[src/rtl/bitmap_line_rasterizer_top_assert.svh]
// Assertion macros for the line rasterizer; clocked on clk, quiet during rst.
`ifndef BITMAP_LINE_RASTERIZER_TOP_ASSERT_SVH
`define BITMAP_LINE_RASTERIZER_TOP_ASSERT_SVH

// Consequent must hold in the same cycle as the trigger.
`define BLR_ASSERT_NOW(lbl, trig, cons) \
  lbl: assert property (@(posedge clk) disable iff (rst) (trig) |-> (cons)) \
    else $error("blr check failed");

// Consequent must hold in the cycle after the trigger.
`define BLR_ASSERT_NEXT(lbl, trig, cons) \
  lbl: assert property (@(posedge clk) disable iff (rst) (trig) |=> (cons)) \
    else $error("blr check failed");

`endif

[src/rtl/blr_pkg.sv]
package blr_pkg;

  localparam int unsigned COORD_W = 8;
  localparam int unsigned ERR_W   = 9;
  localparam int unsigned ADDR_W  = 16;
  localparam int unsigned PADDR_W = 3;
  localparam int unsigned PDATA_W = 32;

  // Register index (paddr[2])
  localparam logic REG_BASE_PAGE = 1'b0;

  localparam logic       REQ_START = 1'b0;
  localparam logic       REQ_STEP  = 1'b1;

  localparam logic [7:0] BASE_PAGE_RESET = 8'd32;
  localparam logic [7:0] MASK_MSB        = 8'h80;
  localparam logic [7:0] CELL_X_MASK     = 8'hF8;

  // Pixel moving from the stepper to the address stage
  typedef struct packed {
    logic [COORD_W-1:0] x;
    logic [COORD_W-1:0] y;
    logic               last;
  } pix_t;

  // Stepper status seen by the top level
  typedef struct packed {
    logic line_active;
    logic pix_valid;
  } step_status_t;

endpackage

[src/rtl/blr_cfg.sv]
module blr_cfg (
  input  logic                        clk,
  input  logic                        rst,
  input  logic                        psel,
  input  logic                        penable,
  input  logic                        pwrite,
  input  logic [blr_pkg::PADDR_W-1:0] paddr,
  input  logic [blr_pkg::PDATA_W-1:0] pwdata,
  output logic [blr_pkg::PDATA_W-1:0] prdata,
  output logic                        pready,
  output logic [7:0]                  base_page
);
  import blr_pkg::*;

  logic wr_en;

  assign pready = 1'b1;
  assign wr_en  = psel && penable && pwrite && pready;

  always_ff @(posedge clk) begin
    if (rst) begin
      base_page <= BASE_PAGE_RESET;
    end else if (wr_en && (paddr[2] == REG_BASE_PAGE)) begin
      base_page <= pwdata[7:0];
    end
  end

  always_comb begin
    prdata = '0;
    if (paddr[2] == REG_BASE_PAGE) begin
      prdata = {{(PDATA_W-8){1'b0}}, base_page};
    end
  end

endmodule

[src/rtl/blr_stepper.sv]
module blr_stepper (
  input  logic                 clk,
  input  logic                 rst,
  input  logic                 req_valid,
  output logic                 req_stall,
  input  logic                 req_type,
  input  logic [7:0]           start_x,
  input  logic [7:0]           start_y,
  input  logic [7:0]           end_x,
  input  logic [7:0]           end_y,
  input  logic                 take,
  output blr_pkg::pix_t        pix,
  output blr_pkg::step_status_t status
);
  import blr_pkg::*;

  logic [COORD_W-1:0] cur_x, cur_y, major_end, major_delta, minor_delta;
  logic [ERR_W-1:0]   error_acc;
  logic               x_is_major, minor_decrements, line_active;
  logic               pix_valid;

  logic [COORD_W-1:0] cur_x_next, cur_y_next, major_end_next;
  logic [COORD_W-1:0] major_delta_next, minor_delta_next;
  logic [ERR_W-1:0]   error_acc_next;
  logic               x_is_major_next, minor_decrements_next;

  logic               accept, emit, fin;
  logic               xinc, yinc, bump;
  logic [COORD_W-1:0] xd, yd, minor_stepped;
  logic [ERR_W-1:0]   err_sum;

  assign req_stall = pix_valid && !take;
  assign accept    = req_valid && !req_stall;
  assign emit      = accept && ((req_type == REQ_START) || line_active);

  always_comb begin
    xinc = start_x < end_x;
    yinc = start_y < end_y;
    xd   = xinc ? (end_x - start_x) : (start_x - end_x);
    yd   = yinc ? (end_y - start_y) : (start_y - end_y);

    err_sum       = error_acc + {1'b0, minor_delta};
    bump          = {1'b0, major_delta} < err_sum;
    minor_stepped = '0;

    cur_x_next            = cur_x;
    cur_y_next            = cur_y;
    major_end_next        = major_end;
    major_delta_next      = major_delta;
    minor_delta_next      = minor_delta;
    error_acc_next        = error_acc;
    x_is_major_next       = x_is_major;
    minor_decrements_next = minor_decrements;

    if (req_type == REQ_START) begin
      x_is_major_next       = yd < xd;
      minor_decrements_next = xinc != yinc;
      if (yd < xd) begin
        major_delta_next = xd;
        minor_delta_next = yd;
        cur_x_next       = xinc ? start_x : end_x;
        cur_y_next       = xinc ? start_y : end_y;
        major_end_next   = xinc ? end_x : start_x;
      end else begin
        major_delta_next = yd;
        minor_delta_next = xd;
        cur_x_next       = yinc ? start_x : end_x;
        cur_y_next       = yinc ? start_y : end_y;
        major_end_next   = yinc ? end_y : start_y;
      end
      error_acc_next = {2'b00, minor_delta_next[7:1]};
    end else begin
      error_acc_next = bump ? (err_sum - {1'b0, major_delta}) : err_sum;
      if (x_is_major) begin
        minor_stepped = minor_decrements ? (cur_y - 8'd1) : (cur_y + 8'd1);
        cur_x_next    = cur_x + 8'd1;
        cur_y_next    = bump ? minor_stepped : cur_y;
      end else begin
        minor_stepped = minor_decrements ? (cur_x - 8'd1) : (cur_x + 8'd1);
        cur_y_next    = cur_y + 8'd1;
        cur_x_next    = bump ? minor_stepped : cur_x;
      end
    end

    fin = (x_is_major_next ? cur_x_next : cur_y_next) == major_end_next;
  end

  always_ff @(posedge clk) begin
    if (rst) begin
      cur_x            <= '0;
      cur_y            <= '0;
      major_end        <= '0;
      major_delta      <= '0;
      minor_delta      <= '0;
      error_acc        <= '0;
      x_is_major       <= 1'b0;
      minor_decrements <= 1'b0;
      line_active      <= 1'b0;
    end else if (emit) begin
      cur_x            <= cur_x_next;
      cur_y            <= cur_y_next;
      major_end        <= major_end_next;
      major_delta      <= major_delta_next;
      minor_delta      <= minor_delta_next;
      error_acc        <= error_acc_next;
      x_is_major       <= x_is_major_next;
      minor_decrements <= minor_decrements_next;
      line_active      <= !fin;
    end
  end

  // Pixel stage register: load on every free slot, drop a step with no line
  always_ff @(posedge clk) begin
    if (rst) begin
      pix_valid <= 1'b0;
    end else if (!req_stall) begin
      pix_valid <= emit;
    end
  end

  always_ff @(posedge clk) begin
    if (emit) begin
      pix.x    <= cur_x_next;
      pix.y    <= cur_y_next;
      pix.last <= fin;
    end
  end

  assign status.line_active = line_active;
  assign status.pix_valid   = pix_valid;

endmodule

[src/rtl/blr_addr.sv]
module blr_addr (
  input  logic                      clk,
  input  logic                      rst,
  input  logic                      pix_in_valid,
  input  blr_pkg::pix_t             pix,
  input  logic [7:0]                base_page,
  output logic                      take,
  output logic                      valid,
  input  logic                      stall,
  output logic [blr_pkg::ADDR_W-1:0] byte_addr,
  output logic [7:0]                bit_mask,
  output logic [7:0]                pixel_x,
  output logic [7:0]                pixel_y,
  output logic                      last
);
  import blr_pkg::*;

  logic [ADDR_W-1:0] addr_next;
  logic [4:0]        cell_row;

  assign take = !valid || !stall;

  // row * 320 = row * 256 + row * 64
  always_comb begin
    cell_row  = pix.y[7:3];
    addr_next = {base_page, 8'h00}
              + {8'h00, pix.x & CELL_X_MASK}
              + {3'b000, cell_row, 8'h00}
              + {5'b00000, cell_row, 6'b000000}
              + {13'd0, pix.y[2:0]};
  end

  always_ff @(posedge clk) begin
    if (rst) begin
      valid <= 1'b0;
    end else if (take) begin
      valid <= pix_in_valid;
    end
  end

  always_ff @(posedge clk) begin
    if (take && pix_in_valid) begin
      byte_addr <= addr_next;
      bit_mask  <= MASK_MSB >> pix.x[2:0];
      pixel_x   <= pix.x;
      pixel_y   <= pix.y;
      last      <= pix.last;
    end
  end

endmodule

[src/rtl/bitmap_line_rasterizer_top.sv]
// Bresenham line stepper for a bitmap of 8x8-pixel cells, 320 bytes per cell row.
// Request channel (req_valid/req_stall): req_type 0 starts a line from
//   start_x/start_y to end_x/end_y and emits its first pixel; req_type 1
//   advances one pixel. A step with no line in progress gives no result.
// Result channel (pix_valid/pix_stall): byte_addr, bit_mask (OR into the
//   byte), pixel_x, pixel_y and last, set on the line's final endpoint.
// Config port: APB write to offset 0 sets base_page (reset 32).
//   Write it only while no request is in flight.
// Path: a taken request loads the pixel register, then the address/output
//   register, which drives pix_valid; a stall can hold it between the two.
// Throughput: one request per cycle while req_stall is low; the error add,
//   compare and coordinate update of a step are combinational, so steps chain.
// A stalled result holds; the pixel register still takes one more request,
//   after which req_stall follows pix_stall.
// Reset clears the line state, drops any queued pixel and restores the
//   base page to 32.
module bitmap_line_rasterizer_top (
  input  logic                          clk,
  input  logic                          rst,
  input  logic                          psel,
  input  logic                          penable,
  input  logic                          pwrite,
  input  logic [blr_pkg::PADDR_W-1:0]   paddr,
  input  logic [blr_pkg::PDATA_W-1:0]   pwdata,
  output logic [blr_pkg::PDATA_W-1:0]   prdata,
  output logic                          pready,
  input  logic                          req_valid,
  output logic                          req_stall,
  input  logic                          req_type,
  input  logic [7:0]                    start_x,
  input  logic [7:0]                    start_y,
  input  logic [7:0]                    end_x,
  input  logic [7:0]                    end_y,
  output logic                          pix_valid,
  input  logic                          pix_stall,
  output logic [blr_pkg::ADDR_W-1:0]    byte_addr,
  output logic [7:0]                    bit_mask,
  output logic [7:0]                    pixel_x,
  output logic [7:0]                    pixel_y,
  output logic                          last
);
  import blr_pkg::*;

  `include "bitmap_line_rasterizer_top_assert.svh"

  logic         [7:0] base_page;
  logic               take;
  pix_t               pix;
  step_status_t       status;
  logic               req_accept;
  logic               step_idle;
  logic               start_take;

  blr_cfg u_cfg (
    .clk       (clk),
    .rst       (rst),
    .psel      (psel),
    .penable   (penable),
    .pwrite    (pwrite),
    .paddr     (paddr),
    .pwdata    (pwdata),
    .prdata    (prdata),
    .pready    (pready),
    .base_page (base_page)
  );

  blr_stepper u_stepper (
    .clk       (clk),
    .rst       (rst),
    .req_valid (req_valid),
    .req_stall (req_stall),
    .req_type  (req_type),
    .start_x   (start_x),
    .start_y   (start_y),
    .end_x     (end_x),
    .end_y     (end_y),
    .take      (take),
    .pix       (pix),
    .status    (status)
  );

  blr_addr u_addr (
    .clk          (clk),
    .rst          (rst),
    .pix_in_valid (status.pix_valid),
    .pix          (pix),
    .base_page    (base_page),
    .take         (take),
    .valid        (pix_valid),
    .stall        (pix_stall),
    .byte_addr    (byte_addr),
    .bit_mask     (bit_mask),
    .pixel_x      (pixel_x),
    .pixel_y      (pixel_y),
    .last         (last)
  );

  assign req_accept = req_valid && !req_stall;
  assign step_idle  = req_accept && req_type == REQ_STEP && !status.line_active;
  assign start_take = req_accept && req_type == REQ_START;

  `BLR_ASSERT_NEXT(a_step_idle_drops, step_idle, !status.pix_valid)
  `BLR_ASSERT_NEXT(a_start_emits, start_take, status.pix_valid && status.line_active != pix.last)
  `BLR_ASSERT_NOW(a_mask_onehot, pix_valid, $onehot(bit_mask))
  `BLR_ASSERT_NOW(a_stall_only_full, req_stall, status.pix_valid && pix_valid && pix_stall)

endmodule
[config.mk]
export PLATFORM = sky130hd
export DESIGN_NAME = bitmap_line_rasterizer_top
export DESIGN_NICKNAME = d
export VERILOG_FILES = /design/src/rtl/blr_pkg.sv /design/src/rtl/blr_cfg.sv /design/src/rtl/blr_stepper.sv /design/src/rtl/blr_addr.sv /design/src/rtl/bitmap_line_rasterizer_top.sv
export VERILOG_INCLUDE_DIRS = /design/src /design/src/rtl
export SDC_FILE = /design/constraint.sdc
export NUM_CORES = 1
export LEC_CHECK = 0
export ABC_AREA = 1
export ABC_CLOCK_PERIOD_IN_PS = 5200
export BUFFER_PORTS_ARGS = -buffer_cell sky130_fd_sc_hd__buf_4
export CAP_MARGIN = 20
export CORE_MARGIN = 2
export CORE_UTILIZATION = 30
export DETAILED_ROUTE_END_ITERATION = 10
export PLACE_DENSITY = 0.58
export SETUP_SLACK_MARGIN = 0.02
export SLEW_MARGIN = 15
export SYNTH_ARGS = -nofsm -noshare
export SYNTH_HDL_FRONTEND = slang
export SYNTH_SLANG_ARGS = --single-unit
[constraint.sdc]
create_clock -name clk -period 5.2 [get_ports clk]
set_input_delay 0.26 -clock clk [delete_from_list [all_inputs] [get_ports clk]]
set_output_delay 0.26 -clock clk [all_outputs]
set_load 0.02 [all_outputs]
==> results of run 1 <==
==> final cells by class <==
cell class | count | area (µm²) | area share
clock buffers | 21 | 450 | 0.0420
inverters | 173 | 654 | 0.0609
clock inverters | 11 | 136 | 0.0127
well taps | 396 | 495 | 0.0461
repair buffers | 111 | 853 | 0.0795
flip-flops and latches | 114 | 2800 | 0.261
multi-input cells | 928 | 5340 | 0.498
==> layout by cell type (no fill, tap or decap), types with 3 or more instances in the layout <==
master,instances
sky130_fd_sc_hd__o21bai_1,5
sky130_fd_sc_hd__inv_2,7
sky130_fd_sc_hd__fa_1,10
sky130_fd_sc_hd__clkbuf_16,17
sky130_fd_sc_hd__clkinv_1,5
sky130_fd_sc_hd__inv_1,160
sky130_fd_sc_hd__nand2_4,5
sky130_fd_sc_hd__nor3_1,12
sky130_fd_sc_hd__edfxtp_1,52
sky130_fd_sc_hd__o21ai_1,29
sky130_fd_sc_hd__ha_1,68
sky130_fd_sc_hd__o211ai_1,24
sky130_fd_sc_hd__xnor2_1,10
sky130_fd_sc_hd__nand3_1,117
sky130_fd_sc_hd__conb_1,25
sky130_fd_sc_hd__clkinvlp_4,3
sky130_fd_sc_hd__nand4_1,23
sky130_fd_sc_hd__a21oi_1,99
sky130_fd_sc_hd__nand3_2,4
sky130_fd_sc_hd__nand2_1,294
sky130_fd_sc_hd__bufinv_16,3
sky130_fd_sc_hd__nor2_1,42
sky130_fd_sc_hd__nand2_2,13
sky130_fd_sc_hd__o21a_1,3
sky130_fd_sc_hd__nand3b_1,4
sky130_fd_sc_hd__clkbuf_1,3
sky130_fd_sc_hd__o221ai_1,4
sky130_fd_sc_hd__a21oi_2,5
sky130_fd_sc_hd__xor2_1,33
sky130_fd_sc_hd__o21ai_0,68
sky130_fd_sc_hd__buf_4,110
sky130_fd_sc_hd__dfxtp_1,62
sky130_fd_sc_hd__mux2i_1,3
sky130_fd_sc_hd__clkinv_2,4
sky130_fd_sc_hd__o22ai_1,3
sky130_fd_sc_hd__a31oi_1,3
==> critical path: stages <==
cell                        delay, ns
sky130_fd_sc_hd__buf_4           0.13
sky130_fd_sc_hd__inv_1           0.05
sky130_fd_sc_hd__ha_1            0.14
sky130_fd_sc_hd__inv_1           0.06
sky130_fd_sc_hd__fa_1            0.39
sky130_fd_sc_hd__nand3_1         0.11
sky130_fd_sc_hd__nand2_1         0.09
sky130_fd_sc_hd__nand2_2         0.13
sky130_fd_sc_hd__nand2_4         0.17
sky130_fd_sc_hd__nand3_1         0.11
sky130_fd_sc_hd__o21ai_1         0.11
sky130_fd_sc_hd__o2bb2ai_1       0.31
sky130_fd_sc_hd__nand2_1         0.09
sky130_fd_sc_hd__nand2_1         0.08
sky130_fd_sc_hd__xor2_1          0.38
sky130_fd_sc_hd__ha_1            0.32
sky130_fd_sc_hd__a21oi_1         0.14
sky130_fd_sc_hd__o21a_1          0.20
sky130_fd_sc_hd__nand2_4         0.14
sky130_fd_sc_hd__inv_2           0.26
sky130_fd_sc_hd__nand2_1         0.08
sky130_fd_sc_hd__nand3_1         0.18
sky130_fd_sc_hd__nand4_1         0.20
sky130_fd_sc_hd__nand3_1         0.13
sky130_fd_sc_hd__nand2_1         0.05
sky130_fd_sc_hd__nand3_1         0.11
sky130_fd_sc_hd__nor2_1          0.07
sky130_fd_sc_hd__and2_1          0.15
==> power breakdown <==
part	switching [mW]	leakage (nW)	internal, mW
sequential	0.0895	0.994	1.10
clock	0.407	0.280	0.759
combinational	1.68	3.77	0.832
total	2.17	5.05	2.69
==> metrics by stage <==
step | hold WS, ns | utilization | setup slack, ns | power (mW) | cell area (µm²)
CTS | 0.0603 | 0.352 | 0.790 | 4.89 | 10700
global placement | 0.405 | 0.333 | 0.418 | 3.68 | 10100
floorplan | 0.329 | - | 1.42 | 3.22 | 9330
detailed placement | 0.406 | 0.333 | 0.341 | 3.71 | 10100
global route | 0.0766 | 0.353 | 0.315 | 5.28 | 10700
finish | 0.0805 | 0.353 | 0.696 | 4.87 | 10700
==> logic make-up after synthesis <==
| kind of cell | after synthesis | share of synthesized area |
|---|---|---|
| AOI/OAI and AO/OA | 255 | 0.156 |
| muxes | 3 | 0.00325 |
| and+or+nand+nor | 524 | 0.253 |
| adders and majority gates | 78 | 0.114 |
| xor gates and xnor gates | 43 | 0.0407 |
| other | 2 | 0.000812 |
| buffers and inverters | 255 | 0.130 |
| DFF | 114 | 0.303 |
==> registers in the layout, summed over array words and instances (netlist names) <==
name                        flops
u_addr.bit_mask                 8
u_addr.byte_addr               10
u_addr.last                     1
u_addr.pixel_x                  8
u_addr.pixel_y                  8
u_addr.valid                    1
u_cfg.base_page                 8
u_stepper.cur_x                 8
u_stepper.cur_y                 8
u_stepper.error_acc             9
u_stepper.line_active           1
u_stepper.major_delta           8
u_stepper.major_end             8
u_stepper.minor_decrements      1
u_stepper.minor_delta           8
u_stepper.pix                  17
u_stepper.pix_valid             1
u_stepper.x_is_major            1
==> routing by layer <==
metal  wire [µm]  up-vias  track usage
li1            -     4325            -
met1       12300     3814        0.225
met5           0        -            0
met3        1520       26       0.0306
met4         432        0       0.0436
met2       10500      257        0.229
==> how the worst max path moves through the flow <==
| stage | startpoint | cells after the start | end | slack [ns] |
|---|---|---|---|---|
| floorplan | start_y[0] | 27 | u_stepper.pix[0]$_DFFE_PP_ | 1.42 |
| global placement | start_y[0] | 33 | u_stepper.line_active$_SDFFE_PP0P_ | 0.42 |
| detailed placement | start_y[0] | 28 | u_stepper.pix[0]$_DFFE_PP_ | 0.34 |
| CTS | start_y[0] | 28 | u_stepper.pix[0]$_DFFE_PP_ | 0.79 |
| global route | start_y[0] | 33 | u_stepper.line_active$_SDFFE_PP0P_ | 0.31 |
| finish | start_y[0] | 28 | u_stepper.pix[0]$_DFFE_PP_ | 0.70 |
==> qor.txt, run 1 <==
Port buffer count: 99
Maximum count of clock buffers along a single path: 2
Average wire per cell in the routed design: 14.1 µm
CTS Sinks: 114
Insertion delay of the later-clocked pin in the worst-skew pair: 0.42 ns
Cell taking the most area after synthesis: sky130_fd_sc_hd__edfxtp_1
Worst R2R End: u_stepper.line_active$_SDFFE_PP0P_
Number of detailed-routing iterations run before antenna repair: 7
Max_slew headroom: 0.321
Endpoint with the worst hold slack: u_cfg.base_page[5]$_SDFFE_PP1P_
Post-detailed-route DRC marker count: 0
Number of global-route vias before repair: 7,727
Worst R2R Path Depth: 28
Overall die area: 0.0322 mm²
Wire length of the first global-routing pass: 40,400 µm
Fmax: 222 MHz
Number of setup violations in the final report: 0
Crit end category: flip-flop
Overall die height: 180 µm
Static leakage: 5.05 nW
Overall routing resource usage: 0.154
Post-synthesis cell area: 0.00924 mm²
Clock tree root buffer cell: sky130_fd_sc_hd__clkbuf_16
Area grow syn2layout: 16.1%
Vias after detailed routing: 8,422
Worst Hold Path Cells: 3
Warning count from the yosys run: 0
ANT cells: 0
Launching element type of the critical path: input pin
Hold crit path type: in -> reg
RePlAce Congestion: 0.943
Unique cell type count in the Yosys netlist: 52
Average size of a mapped cell: 7.26 µm²
Worst-path clk slew: 0.05 ns
Launch instance of the worst register-to-register path: u_stepper.error_acc[2]$_SDFFE_PP0P_
Hold-fix buffer count after cts: 0
Starting Density: 0.304
Number of gates given a new drive strength after cts: 0
Placed instance count: 1,721
Pin count of the biggest net entering global routing: 65
Count of max-cap constraint violations: 0
Number of fillers in the final layout: 3,268
Floorplan row count: 64
Cell count after synthesis: 1,274
Max Clock Skew: 0.0128 ns
Post-route clock period utilization: 0.866
Setup fix buffers added after clock tree synthesis: 0
Post-synth EDFFs: 52
Average vias per placed instance: 4.80
Post-synth top area share: 0.169
Crit Path Class: in -> reg
Total core area: 0.0304 mm²
Shortest clock period the worst path allows after layout: 4.50 ns
Number of slew-limit violations in the final report: 0
First DRT Iteration DRCs: 618
Number of placed I/O pins: 151
Result of the run: finished clean
Antenna-violating nets left: 0
Measured slew at the worst slew-check pin: 1.02 ns
Final number of hold-violating endpoints: 0
TNS Setup: 0 ns
Seq cells post-synth: 114
Worst endpoint data arrival time: 4.67 ns
Cell with the most instances after synthesis: sky130_fd_sc_hd__nand2_1
Unrepaired setup endpoints after global routing: false
Sequential-to-total area share from yosys stat: 0.303
Detailed Place HPWL: 19,100 µm
Horizontal extent of the die: 180 µm
Peak supply drop: 227 µV
Clock tree from TritonCTS: done
Maximum level of the CTS H-tree: 4
Worst reg-to-reg setup slack: 0.88 ns
Total wirelength of the detailed-routed design: 24,800 µm
Power density over cell area: 453 mW/mm²
Asr flop ratio synth: 0
Final cell count without fillers: 1,754
Antenna violations before repair: 0
Layout cell share with drive strength beyond 1: 0.138
Predominant post-synthesis flop cell: sky130_fd_sc_hd__dfxtp_1
Cell types with the largest area share after synthesis: sky130_fd_sc_hd__edfxtp_1 17%, sky130_fd_sc_hd__dfxtp_1 13%, sky130_fd_sc_hd__nand2_1 12%
Global-route congestion overflow total: 0
Net total in the final layout: 1,498
Synth cell count leaders: 294 x sky130_fd_sc_hd__nand2_1, 161 x sky130_fd_sc_hd__inv_1, 117 x sky130_fd_sc_hd__nand3_1
Hold_sp: pwdata[5]
Maximum fanout count along the critical path: 21
Worst Path Required: 5.37 ns
Number of clock buffers inserted by TritonCTS: 17
No activity file was read; power rests on OpenSTA's default activity.
==> run 2: changes to the inputs <==
--- a/config.mk
+++ b/config.mk
@@ -8,12 +8,12 @@
 export LEC_CHECK = 0
 export ABC_AREA = 1
 export ABC_CLOCK_PERIOD_IN_PS = 5200
-export BUFFER_PORTS_ARGS = -buffer_cell sky130_fd_sc_hd__buf_4
 export CAP_MARGIN = 20
 export CORE_MARGIN = 2
 export CORE_UTILIZATION = 30
 export DETAILED_ROUTE_END_ITERATION = 10
-export PLACE_DENSITY = 0.58
+export DONT_BUFFER_PORTS = 1
+export PLACE_DENSITY = 0.54
 export SETUP_SLACK_MARGIN = 0.02
 export SLEW_MARGIN = 15
 export SYNTH_ARGS = -nofsm -noshare
==> constraint.sdc (replaced) <==
create_clock -name clk -period 5.2 [get_ports clk]
set_input_delay 1.04 -clock clk [delete_from_list [all_inputs] [get_ports clk]]
set_output_delay 1.04 -clock clk [all_outputs]
set_load 0.02 [all_outputs]
==> run 2 against run 1 <==
  * Final area shrank 4.9%
  * Global-route usage about the same
  * Largest cell class unchanged
  * Worst setup slack lost 0.22 ns
  * Sequential share of layout area grew 1.4 points
  * Cell count fell by 4.3%
==> qor.txt, run 2 (synthesis results as in run 1) <==
Clock tree from TritonCTS: done
Number of detailed-routing iterations run before antenna repair: 7
Area grow syn2layout: 10.4%
Maximum level of the CTS H-tree: 4
Number of fillers in the final layout: 3,276
Detailed Place HPWL: 19,400 µm
Measured slew at the worst slew-check pin: 0.788 ns
Overall die height: 180 µm
Most common library cell in the layout ignoring fill and taps: sky130_fd_sc_hd__nand2_1
Maximum fanout count along the critical path: 13
Pin count of the biggest net entering global routing: 65
Crit Path Class: in -> reg
Result of the run: finished clean
Average wire per cell in the routed design: 14.8 µm
Net total in the final layout: 1,423
Final number of hold-violating endpoints: 0
Leading registers by flop count: u_stepper.pix (17), u_addr.byte_addr (10), u_stepper.error_acc (9)
Wire length of the first global-routing pass: 39,800 µm
Seq. cell area: 0.00280 mm²
Flip-flop count of the largest register, all copies and words added: 17
Largest register by flop count: u_stepper.pix
Slowest cell on crit path: sky130_fd_sc_hd__fa_1
Horizontal extent of the die: 180 µm
ANT cells: 0
Number of clock buffers inserted by TritonCTS: 17
Total core area: 0.0304 mm²
Number of global-route vias before repair: 7,427
Hold crit path type: reg -> reg
Multi-input gate area in the final layout: 0.00534 mm²
Vias after detailed routing: 8,087
Crit end category: flip-flop
RePlAce Congestion: 0.892
Overall die area: 0.0322 mm²
Insertion delay of the later-clocked pin in the worst-skew pair: 0.42 ns
Power density over cell area: 483 mW/mm²
Setup fix buffers added after clock tree synthesis: 0
Worst Path Required: 5.37 ns
Number of placed I/O pins: 151
Antenna-violating nets left: 0
Hold-fix buffer count after cts: 0
Number of setup violations in the final report: 0
Placed instance count: 1,645
Critical path's top delay family: simple AND/OR/NAND/NOR gates
Commonest non-fill, non-tap cells in the layout: 294 x sky130_fd_sc_hd__nand2_1, 160 x sky130_fd_sc_hd__inv_1, 117 x sky130_fd_sc_hd__nand3_1, 99 x sky130_fd_sc_hd__a21oi_1
Worst endpoint data arrival time: 4.89 ns
Number of slew-limit violations in the final report: 0
Peak supply drop: 313 µV
Post-detailed-route DRC marker count: 0
Final cell count without fillers: 1,679
Maximum count of clock buffers along a single path: 2
Average vias per placed instance: 4.82
Fmax: 212 MHz
Antenna violations before repair: 0
Crit-path max cell delay: 0.40 ns
First DRT Iteration DRCs: 513
CTS Sinks: 114
Port buffer count: 0
Layout cell share with drive strength beyond 1: 0.0850
Global-route congestion overflow total: 0
Worst hold slack after final layout: 0.418 ns
TNS Setup: 0 ns
Final WS setup: 0.474 ns
Launching element type of the critical path: input pin
Count of max-cap constraint violations: 0
Unrepaired setup endpoints after global routing: false
Worst-case setup slack after placement: 0.0437 ns
Clock tree root buffer cell: sky130_fd_sc_hd__clkbuf_16
Starting Density: 0.304
Number of gates given a new drive strength after cts: 0
Max Clock Skew: 0.0118 ns
Floorplan row count: 64
Static leakage: 4.69 nW
Overall routing resource usage: 0.154
Shortest clock period the worst path allows after layout: 4.73 ns
Buf+Inv Stages, Crit Path: 4
Max_slew headroom: 0.471
Most repeated library cell on the critical path: sky130_fd_sc_hd__nand3_1
Overall power consumption: 4.93 mW
Total wirelength of the detailed-routed design: 24,900 µm
Worst-path clk slew: 0.05 ns
Post-route clock period utilization: 0.909
[run 2: final cells by class]
cell class              instances  area share
multi-input cells             928       0.523
flip-flops and latches        114       0.275
inverters                     173      0.0641
well taps                     396      0.0485
clock buffers                  18      0.0420
repair buffers                 36      0.0309
clock inverters                14      0.0165
[run 2: where the power goes]
group          leakage (nW)  internal, mW  switching [mW]
Sequential            0.994          1.10           0.118
Clock                 0.287         0.788           0.406
Combinational          3.41         0.858            1.66
[run 2: routing by layer]
layer / GRT usage / share of wire
met5: 0 / 0
met4: 0.0442 / 0.014
met2: 0.232 / 0.43
met3: 0.0490 / 0.079
met1: 0.210 / 0.48
[run 2: per-stage QoR]
step,cell area (µm²),utilization
after global placement,9560,0.314
after floorplan,9330,-
after global routing,10200,0.335
after CTS,10200,0.334
final,10200,0.335
after detailed placement,9560,0.314
[run 2: path summary, 6_finish.rpt]
path	startpoint	end	slack (ns)	depth (start not counted)
setup / recovery	start_y[0]	u_stepper.pix[0]$_DFFE_PP_	0.47	26
hold reg to reg	u_stepper.pix[3]$_DFFE_PP_	u_addr.pixel_y[2]$_DFFE_PP_	0.42	0
hold / removal	u_stepper.pix[3]$_DFFE_PP_	u_addr.pixel_y[2]$_DFFE_PP_	0.42	0
setup reg to reg	u_stepper.error_acc[2]$_SDFFE_PP0P_	u_stepper.line_active$_SDFFE_PP0P_	0.83	28
[run 2: worst register-to-register path, delay by kind of cell, from the launching register on]
family                     cells  cell delay (ns)
adders and majority gates      2             0.70
buffers and inverters          3             0.34
xor gates and xnor gates       1             0.17
AOI/OAI and AO/OA              4             0.59
and+or+nand+nor               18             2.16
DFF                            1             0.31
